`src/rtl/rc4_pkg.sv`:
```
package rc4_pkg;

	// table geometry
	localparam int TABLE_SIZE = 256;
	localparam logic [7:0] TABLE_LAST = 8'(TABLE_SIZE - 1);
	localparam int KEY_BYTES_DEF = 128;

	// item kinds
	typedef enum logic [1:0] {
		KIND_KEY   = 2'd0,
		KIND_SCHED = 2'd1,
		KIND_CRYPT = 2'd2,
		KIND_NONE  = 2'd3
	} rc4_kind_t;

	// controller states
	typedef enum logic [3:0] {
		ST_IDLE,
		ST_INIT,
		ST_KSA_RD,
		ST_KSA_ACC,
		ST_KSA_SWA,
		ST_KSA_SWB,
		ST_PRGA_RDI,
		ST_PRGA_RDJ,
		ST_PRGA_SWP,
		ST_PRGA_OUT
	} rc4_state_t;

	// request to a byte-wide memory: one write and one read port
	typedef struct packed {
		logic       we;
		logic [7:0] waddr;
		logic [7:0] wdata;
		logic       re;
		logic [7:0] raddr;
	} rc4_mem_req_t;

endpackage

```
`src/rtl/rc4_perm_mem.sv`:
```
module rc4_perm_mem
	import rc4_pkg::*;
(
	input  logic         clk,
	input  rc4_mem_req_t req,
	output logic [7:0]   rdata
);

	logic [7:0] mem [TABLE_SIZE];
	logic [7:0] rdata_q;

	// write port
	always_ff @(posedge clk) begin
		if (req.we) begin
			mem[req.waddr] <= req.wdata;
		end
	end

	// registered read port, old data on a same-address write
	always_ff @(posedge clk) begin
		if (req.re) begin
			rdata_q <= mem[req.raddr];
		end
	end

	assign rdata = rdata_q;

endmodule

```
`src/rtl/rc4_key_mem.sv`:
```
module rc4_key_mem
	import rc4_pkg::*;
#(
	parameter int KEY_BYTES = KEY_BYTES_DEF
) (
	input  logic         clk,
	input  logic         arst_n,
	input  rc4_mem_req_t req,
	output logic [7:0]   rdata
);

	localparam int KW = (KEY_BYTES > 1) ? $clog2(KEY_BYTES) : 1;

	logic [7:0]           mem [KEY_BYTES];
	logic [KEY_BYTES-1:0] vld_q;
	logic [7:0]           rdata_q;
	logic                 vld_s1;

	// key bytes
	always_ff @(posedge clk) begin
		if (req.we) begin
			mem[req.waddr[KW-1:0]] <= req.wdata;
		end
		if (req.re) begin
			rdata_q <= mem[req.raddr[KW-1:0]];
		end
	end

	// written flags, an unwritten byte reads as zero
	always_ff @(posedge clk or negedge arst_n) begin
		if (!arst_n) begin
			vld_q  <= '0;
			vld_s1 <= 1'b0;
		end else begin
			if (req.we) begin
				vld_q[req.waddr[KW-1:0]] <= 1'b1;
			end
			if (req.re) begin
				vld_s1 <= vld_q[req.raddr[KW-1:0]];
			end
		end
	end

	assign rdata = vld_s1 ? rdata_q : 8'd0;

endmodule

```
`src/rtl/rc4_ctrl.sv`:
```
module rc4_ctrl
	import rc4_pkg::*;
#(
	parameter int KEY_BYTES = KEY_BYTES_DEF
) (
	input  logic         clk,
	input  logic         arst_n,
	input  logic         in_valid,
	output logic         in_ready,
	input  logic [1:0]   kind,
	input  logic [7:0]   key_index,
	input  logic [7:0]   key_byte,
	input  logic [7:0]   data_byte,
	input  logic         last_in,
	output logic         out_valid,
	input  logic         out_ready,
	output logic [7:0]   data_out,
	output logic         last_out,
	output rc4_mem_req_t perm_req,
	input  logic [7:0]   perm_rdata,
	output rc4_mem_req_t key_req,
	input  logic [7:0]   key_rdata
);

	localparam int KW = (KEY_BYTES > 1) ? $clog2(KEY_BYTES) : 1;

	rc4_state_t state_q, state_d;
	rc4_kind_t  kind_w;

	logic [7:0]    cnt_q;
	logic [7:0]    acc_q;
	logic [KW-1:0] kp_q;
	logic [7:0]    i_q, j_q;
	logic          init_q;
	logic          out_valid_q;
	logic [7:0]    si_q, sj_q, t_q, din_q, data_out_q;
	logic          last_q, last_out_q;

	logic       in_acc, out_free, key_in_range;
	logic [7:0] rd, acc_sum, j_sum, t_sum, ks;

	assign kind_w       = rc4_kind_t'(kind);
	assign in_ready     = (state_q == ST_IDLE);
	assign in_acc       = in_valid && in_ready;
	assign out_free     = !out_valid_q || out_ready;
	assign key_in_range = ({1'b0, key_index} < 9'(KEY_BYTES));

	// table reads as zero until the first schedule fills it
	assign rd = init_q ? perm_rdata : 8'd0;

	// datapath arithmetic
	assign acc_sum = acc_q + rd + key_rdata;
	assign j_sum   = j_q + rd;
	assign t_sum   = si_q + rd;

	// keystream read overlapped the write of S[i]; S[j] gets its swap later
	assign ks = (t_q == i_q) ? sj_q :
	            (t_q == j_q) ? si_q : rd;

	// next state
	always_comb begin
		state_d = state_q;
		unique case (state_q)
			ST_IDLE: begin
				if (in_acc) begin
					unique case (kind_w)
						KIND_SCHED: state_d = ST_INIT;
						KIND_CRYPT: state_d = ST_PRGA_RDI;
						KIND_KEY, KIND_NONE: state_d = ST_IDLE;
					endcase
				end
			end
			ST_INIT: begin
				if (cnt_q == TABLE_LAST) begin
					state_d = ST_KSA_RD;
				end
			end
			ST_KSA_RD:  state_d = ST_KSA_ACC;
			ST_KSA_ACC: state_d = ST_KSA_SWA;
			ST_KSA_SWA: state_d = ST_KSA_SWB;
			ST_KSA_SWB: begin
				state_d = (cnt_q == TABLE_LAST) ? ST_IDLE : ST_KSA_RD;
			end
			ST_PRGA_RDI: state_d = ST_PRGA_RDJ;
			ST_PRGA_RDJ: state_d = ST_PRGA_SWP;
			ST_PRGA_SWP: state_d = ST_PRGA_OUT;
			ST_PRGA_OUT: begin
				if (out_free) begin
					state_d = ST_IDLE;
				end
			end
		endcase
	end

	// memory requests
	always_comb begin
		perm_req = '0;
		key_req  = '0;
		unique case (state_q)
			ST_IDLE: begin
				key_req.we    = in_acc && (kind_w == KIND_KEY) && key_in_range;
				key_req.waddr = key_index;
				key_req.wdata = key_byte;
			end
			ST_INIT: begin
				perm_req.we    = 1'b1;
				perm_req.waddr = cnt_q;
				perm_req.wdata = cnt_q;
			end
			ST_KSA_RD: begin
				perm_req.re   = 1'b1;
				perm_req.raddr = cnt_q;
				key_req.re    = 1'b1;
				key_req.raddr = 8'(kp_q);
			end
			ST_KSA_ACC: begin
				perm_req.re    = 1'b1;
				perm_req.raddr = acc_sum;
			end
			ST_KSA_SWA: begin
				perm_req.we    = 1'b1;
				perm_req.waddr = cnt_q;
				perm_req.wdata = rd;
			end
			ST_KSA_SWB: begin
				perm_req.we    = 1'b1;
				perm_req.waddr = acc_q;
				perm_req.wdata = si_q;
			end
			ST_PRGA_RDI: begin
				perm_req.re    = 1'b1;
				perm_req.raddr = i_q;
			end
			ST_PRGA_RDJ: begin
				perm_req.re    = 1'b1;
				perm_req.raddr = j_sum;
			end
			ST_PRGA_SWP: begin
				perm_req.we    = 1'b1;
				perm_req.waddr = i_q;
				perm_req.wdata = rd;
				perm_req.re    = 1'b1;
				perm_req.raddr = t_sum;
			end
			ST_PRGA_OUT: begin
				perm_req.we    = 1'b1;
				perm_req.waddr = j_q;
				perm_req.wdata = si_q;
			end
		endcase
	end

	// control state and cipher indices
	always_ff @(posedge clk or negedge arst_n) begin
		if (!arst_n) begin
			state_q     <= ST_IDLE;
			cnt_q       <= '0;
			acc_q       <= '0;
			kp_q        <= '0;
			i_q         <= '0;
			j_q         <= '0;
			init_q      <= 1'b0;
			out_valid_q <= 1'b0;
		end else begin
			state_q <= state_d;
			// output word loads when free, drops once taken
			if (state_q == ST_PRGA_OUT && out_free) begin
				out_valid_q <= 1'b1;
			end else if (out_ready) begin
				out_valid_q <= 1'b0;
			end
			case (state_q)
				ST_IDLE: begin
					if (in_acc && kind_w == KIND_SCHED) begin
						cnt_q  <= '0;
						acc_q  <= '0;
						kp_q   <= '0;
						init_q <= 1'b1;
					end
					if (in_acc && kind_w == KIND_CRYPT) begin
						i_q <= i_q + 8'd1;
					end
				end
				ST_INIT: cnt_q <= cnt_q + 8'd1;
				ST_KSA_ACC: acc_q <= acc_sum;
				ST_KSA_SWB: begin
					cnt_q <= cnt_q + 8'd1;
					kp_q  <= (kp_q == KW'(KEY_BYTES - 1)) ? '0 : kp_q + KW'(1);
					if (cnt_q == TABLE_LAST) begin
						i_q <= '0;
						j_q <= '0;
					end
				end
				ST_PRGA_RDJ: j_q <= j_sum;
				default: ;
			endcase
		end
	end

	// held table bytes and the output word
	always_ff @(posedge clk) begin
		case (state_q)
			ST_IDLE: begin
				if (in_acc) begin
					din_q  <= data_byte;
					last_q <= last_in;
				end
			end
			ST_KSA_ACC:  si_q <= rd;
			ST_PRGA_RDJ: si_q <= rd;
			ST_PRGA_SWP: begin
				sj_q <= rd;
				t_q  <= t_sum;
			end
			ST_PRGA_OUT: begin
				if (out_free) begin
					data_out_q <= din_q ^ ks;
					last_out_q <= last_q;
				end
			end
			default: ;
		endcase
	end

	assign out_valid = out_valid_q;
	assign data_out  = data_out_q;
	assign last_out  = last_out_q;

endmodule

```
`src/rtl/rc4_stream_cipher.sv`:
```
// RC4 stream cipher with the permutation table and key in on-chip memories.
// Input channel (in_valid/in_ready) carries one word per item, selected by kind:
//   key byte  : writes key_byte at key_index (ignored at or above KEY_BYTES),
//               in_ready stays high
//   schedule  : identity fill of the table, then the key schedule; each step
//               reads, accumulates and swaps over two writes on the single table
//               read port; in_ready stays low until the schedule ends, indices
//               cleared
//   crypt byte: data_byte XOR keystream; out_valid rises once its steps are done
//               (two dependent table reads,
//               a swap over two writes, overlapped keystream read)
//   kind 3    : no effect
// Output channel (out_valid/out_ready) carries data_out and last_out, one word
// per crypt byte, in order. A stalled receiver holds the output word; a crypt
// byte accepted meanwhile runs and then waits in its last step for the output
// register to free up.
// Reset clears the indices and control; table and key read as zero until
// written (flag based, no clearing pass), so data passes through unchanged
// until the first schedule.
module rc4_stream_cipher
	import rc4_pkg::*;
#(
	parameter int KEY_BYTES = KEY_BYTES_DEF
) (
	input  logic       clk,
	input  logic       arst_n,
	input  logic       in_valid,
	output logic       in_ready,
	input  logic [1:0] kind,
	input  logic [7:0] key_index,
	input  logic [7:0] key_byte,
	input  logic [7:0] data_byte,
	input  logic       last_in,
	output logic       out_valid,
	input  logic       out_ready,
	output logic [7:0] data_out,
	output logic       last_out
);

	rc4_mem_req_t perm_req, key_req;
	logic [7:0]   perm_rdata, key_rdata;

	// sequencer and datapath
	rc4_ctrl #(
		.KEY_BYTES(KEY_BYTES)
	) u_ctrl (
		.clk       (clk),
		.arst_n    (arst_n),
		.in_valid  (in_valid),
		.in_ready  (in_ready),
		.kind      (kind),
		.key_index (key_index),
		.key_byte  (key_byte),
		.data_byte (data_byte),
		.last_in   (last_in),
		.out_valid (out_valid),
		.out_ready (out_ready),
		.data_out  (data_out),
		.last_out  (last_out),
		.perm_req  (perm_req),
		.perm_rdata(perm_rdata),
		.key_req   (key_req),
		.key_rdata (key_rdata)
	);

	// permutation table
	rc4_perm_mem u_perm_mem (
		.clk  (clk),
		.req  (perm_req),
		.rdata(perm_rdata)
	);

	// key store
	rc4_key_mem #(
		.KEY_BYTES(KEY_BYTES)
	) u_key_mem (
		.clk   (clk),
		.arst_n(arst_n),
		.req   (key_req),
		.rdata (key_rdata)
	);

endmodule

```
`config.mk`:
```
export PLATFORM = sky130hd
export DESIGN_NAME = rc4_stream_cipher
export DESIGN_NICKNAME = d
export VERILOG_FILES = /design/src/rtl/rc4_pkg.sv /design/src/rtl/rc4_perm_mem.sv /design/src/rtl/rc4_key_mem.sv /design/src/rtl/rc4_ctrl.sv /design/src/rtl/rc4_stream_cipher.sv
export SDC_FILE = /design/constraint.sdc
export NUM_CORES = 2
export LEC_CHECK = 0
export ABC_AREA = 1
export BUFFER_PORTS_ARGS = -buffer_cell sky130_fd_sc_hd__buf_2
export CAP_MARGIN = 20
export CORE_MARGIN = 4
export CORE_UTILIZATION = 50
export CTS_BUF_LIST = sky130_fd_sc_hd__clkbuf_8
export CTS_CLUSTER_SIZE = 8
export DETAILED_ROUTE_END_ITERATION = 10
export GPL_TIMING_DRIVEN = 1
export PLACE_DENSITY_LB_ADDON = 0.1
export SETUP_SLACK_MARGIN = 0.4
export SYNTH_ARGS = -nofsm -noshare
export SYNTH_HDL_FRONTEND = slang
export SYNTH_HIERARCHICAL = 1
export SYNTH_SLANG_ARGS = --single-unit
export TNS_END_PERCENT = 1
```
`constraint.sdc`:
```
create_clock -name clk -period 11.6 [get_ports clk]
set_clock_uncertainty 0.05 [all_clocks]
set_input_delay 0.58 -clock clk [delete_from_list [all_inputs] [get_ports clk]]
set_output_delay 0.58 -clock clk [all_outputs]
set_load 0.01 [all_outputs]
```
* Word-level counts from Yosys, hierarchy flattened
Memories as Yosys holds them, arrays and structs flattened. A register that Yosys moved wholly into a read port is not among the register bits.
Index checks and enable logic that the tools add are counted.
** Word-level totals
- Word-level logic and storage cells :: 116
- Memories :: 2
- Bits in writable memories :: 3072
- Input bits :: 31
- Register bits after elaboration :: 216
- Output and inout port bits :: 11
** Cells by class
- Reductions and logical operators :: 28
- Bitwise logic cells :: 2
- Equal/unequal tests :: 22
- Magnitude comparators :: 4
- Mux-type cells :: 34
- Add/subtract/negate cells :: 7
** Memory list
- u_perm_mem.mem :: depth 256, bits a word 8, rd ports 1, clocked after Yosys merged registers in 1, wr ports 1, RTL line rc4_perm_mem.sv:9 : logic [7:0] mem [TABLE_SIZE];
- u_key_mem.mem :: depth 128, bits a word 8, rd ports 1, clocked after Yosys merged registers in 1, wr ports 1, RTL line rc4_key_mem.sv:14 : logic [7:0] mem [KEY_BYTES];
** Operators by type and width (number)
- 128-bit bitwise OR :: 1
- 17-bit case mux with 5 select lines :: 1
- 8-bit case mux with 2 select lines :: 4
- 8-bit 2-to-1 mux :: 7
- 9-bit case mux with 5 select lines :: 1
- 4-bit case mux with 10 select lines :: 1
- 8-bit adder :: 4
- 17-bit 2-to-1 mux :: 1
- 8-bit by 1-bit adder with 8-bit output (second input constant) :: 2
- 4-bit by 3-bit equality test with 1-bit output (second input constant) :: 4
- 8-bit equality test :: 2
- 7-bit by 8-bit less-than comparator with 1-bit output (second input constant) :: 2
- 7-bit 2-to-1 mux :: 2
- 7-bit case mux with 2 select lines :: 1
- 2-bit AND reduction :: 7
- 4-bit 2-to-1 mux :: 3
- 4-bit case mux with 3 select lines :: 1
- 2-bit nonzero test :: 5
- 9-bit 2-to-1 mux :: 1
- 4-bit by 2-bit equality test with 1-bit output (second input constant) :: 2
- 4-bit equality test (second input constant) :: 2
- 8-bit equality test (second input constant) :: 1
- 8-bit less-than comparator (second input constant) :: 1
- 1-bit 2-to-1 mux :: 8
- other kinds (19) :: 33

* Longest topological paths before layout
- Depth after elaboration :: 10
- Mapped depth :: 24

* By module
The synthesis kept the hierarchy.
** Modules (own cells, without submodules)
- rc4_perm_mem :: cells an instance 7003, area an instance 83476.3 µm², instances 1, seq. area each 61739.2 µm²
- rc4_key_mem :: cells an instance 4056, area an instance 47212.8 µm², instances 1, seq. area each 34217.8 µm²
- rc4_ctrl :: cells an instance 788, area an instance 6035.8 µm², instances 1, seq. area each 2387.3 µm²

* Worst setup path before layout
OpenSTA, ideal clock, no wires.
- Kind :: register -> register
- From :: register u_ctrl.state_q[3]
- To :: memory u_perm_mem.mem[0][0] (data pin)
- Cell stages (with the launch flop) :: 7
- Setup slack :: 1654 ps
- Library setup time :: 1630 ps
- Required time :: 9920 ps
- Data arrival time :: 8267 ps
- Buffers on the path :: 1
- Cells stage by stage :: dfrtp_1 nor2_2 inv_1 nor2_4 buf_6 nor2_1 o221ai_1
** RTL lines
- start: declaration :: RTL line rc4_ctrl.sv:27 : rc4_state_t state_q, state_d;
- start signal: assignment :: RTL line rc4_ctrl.sv:165 : state_q <= state_d;
- end: declaration :: RTL line rc4_perm_mem.sv:9

==> flow_metrics.tcl <==
set metrics [dict create \
    status "finished, final reports clean" \
    critPathTopFamily "simple AND/OR/NAND/NOR gates" \
    start_kind "flop" \
    wl_per_cell_um 25.10 \
    path_cells "nand2_1, inv_1, ha_1, inv_1, fa_1, or2_1, o21ai_1, a21oi_1, nand3_4, buf_4, buf_4, buf_4, nand3_1, nand3_1, nand3_1, nand3_1, nand3_1, nand3_1, nand2_1, nand2_1, nand2_1" \
    setup.worst_path.start "u_ctrl/init_q$_DFFE_PN0P_" \
    crit_fanout 78 \
    clk_pin_slew_worst_paths_ns 0.06 \
    antenna_found_initial 15 \
    grt_max_degree 208 \
    drive_above_1_share_pct 8.675 \
    cts_setup_buffers 0 \
    vdd_ir_drop_max_mv 0.2790 \
    cp-endpoint "u_perm_mem/rdata[2]$_DFFE_PP_" \
    seqPwrFrac_pct 38.5 \
    cp_common_cell "nand3_1" \
    rsz0062_at_grt "false" \
    die-area_um2 281800 \
    switching_power_mw 15.91 \
    cp-end-kind "flop" \
    reg2regPathDepth 21 \
    ant_nets 0 \
    synthCells 11840 \
    multi_input_area_um2 33870 \
    cts.path.max_buffers 4 \
    cts_buffers 557 \
    clockPowerShare_pct 24.4 \
    nNetsFinal 11940 \
    fillerInstances 22960 \
    setup_viol 0 \
    finalCritPeriodShare_pct 61.07 \
    grt_usage_pct 27.69 \
    pin_count 42 \
    fin_cells 15850 \
    top_layer_used "met5" \
    cp_slowest_stage_delay_ns 0.87 \
    p_per_area_nw_per_um2 258.5 \
    hold_viol_final 0 \
    cts_sinks 3304 \
    cts-root-buf "clkbuf_8" \
    yosysWarnings 6 \
    die_height_um 530.9 \
    hp-class "in -> reg" \
    place.gp.congestion 0.9060 \
    reg2reg_slack_ns 4.52 \
    clk_latency_ns 1.14 \
    rr_startpoint "u_ctrl/init_q$_DFFE_PN0P_" \
    wl_met3_um 37550 \
    port_buffers 41 \
    combPwrFrac_pct 37.0 \
    cp.arrival_ns 7.87 \
    ctsHtreeMaxLevel 6 \
    path_buf_inv 5 \
    syn_area_um2 136700 \
    slowest_stage "buf_4" \
    drt_first_pass_iters 6 \
    swShare_pct 41.10 \
    synth_nets 11910 \
    cp.required_ns 12.39 \
    via_per_inst 5.874 \
    dpl.cell_count 14860 \
    fmax_mhz 141.2 \
    vias 93090 \
    grt_overflow_total 0 \
    worstReg2RegEnd "u_perm_mem/rdata[2]$_DFFE_PP_" \
    leakage_nw 54.71 \
    cap_violations 0 \
    rows 191 \
    die_w_um 530.9 \
    slew_viol_final 0 \
    max_slew.worst_pin.slew_ns 1.163 \
    min_period_ns 7.084 \
    synth_area_per_cell_um2 11.54 \
    coreArea_um2 271500 \
    cts-resized-gates 0 \
    path_class "reg -> reg" \
    grt_pass1_vias 89580 \
    internal_power_mw 22.80 \
    wl_met1_um 167500 \
    finalSetupTns_ns 0 \
    hpwlAfterDp_um 226900 \
    drtIter0Drc 11050 \
    cts_tree "yes" \
    grt_pass1_wl_um 587800 \
    slew_headroom_pct 22.47 \
    wl_met2_um 179500 \
    routed_wl_um 397800 \
    post-route-drc-count 0 \
    hold_buffers 19 \
    areaGrowthSynthToFinish_pct 9.509 \
    seq_area_um2 98340 \
    cp.depth 21 \
    start_util_pct 50.36 \
]
[layout by cell type, fill, tap and decap left out, types with 19 or more instances in the layout]
master,count
a21oi_1,106
inv_1,458
nor2_4,19
clkbuf_8,593
nand3_1,2853
buf_2,40
o21ai_1,20
ha_1,23
or2_2,131
nor2_1,614
buf_12,22
nand2_1,3330
clkinv_1,94
dfrtp_1,174
o22ai_1,95
edfxtp_1,3130
o21ai_0,220
buf_4,133
[flip-flops by register name, indices dropped and copies added (netlist names), 4 cells and up]
register	count
u_perm_mem/mem	2048
u_key_mem/mem	1024
u_key_mem/vld_q	128
u_ctrl/acc_q	8
u_ctrl/cnt_q	8
u_ctrl/data_out	8
u_ctrl/din_q	8
u_ctrl/i_q	8
u_ctrl/j_q	8
u_ctrl/si_q	8
u_ctrl/sj_q	8
u_ctrl/t_q	8
u_key_mem/rdata_q	8
u_perm_mem/rdata	8
u_ctrl/kp_q	7
u_ctrl/state_q	4
[through the flow]
step	setup WS [ns]	total power [mW]	hold WS (ns)	area, um^2	utilization [%]
4_1_cts	4.707	38.64	0.001276	149600	55.10
3_5_place_dp	4.692	29.17	0.3556	139400	51.35
3_3_place_gp	4.720	29.08	0.3691	139400	51.35
5_1_grt	4.213	40.54	0.08657	149700	55.14
6_report	4.516	38.70	0.1304	149700	55.14
2_1_floorplan	1.654	24.48	0.2344	136700	-
[final cells by class]
type	count	area share, %
flip-flops and latches	3304	65.69
multi-input cells	7523	22.63
clock buffers	590	5.424
well taps	3570	2.984
repair buffers	221	1.326
clock inverters	373	1.239
inverters	265	0.7062
diodes	2	0.003343
[power groups by stage]
stage                     clock network (mW)  registers (mW)  logic, mW
after floorplan                            0            15.8       8.69
after global placement                     0            15.1       13.9
after detailed placement                   0            15.2       14.0
after CTS                               9.66            14.9       14.1
after global routing                    10.2            14.9       15.4
final                                   9.45            14.9       14.3
[metal layers]
layer  up-vias  GRT usage (%)
met5         -              0
met4         2          9.560
met3       698          5.193
met2      4449          42.11
met1     46140          40.30
li1      41810              -
[worst min-delay path by stage]
stage                                 start                          end  slack (ns)  cells after the start
finish                         data_byte[6]    u_ctrl/din_q[6]$_DFFE_PP_        0.13                      2
global route                   data_byte[6]    u_ctrl/din_q[6]$_DFFE_PP_        0.09                      2
CTS                            data_byte[6]    u_ctrl/din_q[6]$_DFFE_PP_       0.001                      2
detailed placement  u_ctrl/last_q$_DFFE_PP_    u_ctrl/last_out$_DFFE_PP_        0.36                      0
global placement    u_ctrl/last_q$_DFFE_PP_    u_ctrl/last_out$_DFFE_PP_        0.37                      0
floorplan                            arst_n  u_ctrl/acc_q[0]$_DFFE_PN0P_        0.23                      0
Power figures use the tool's default switching activity.
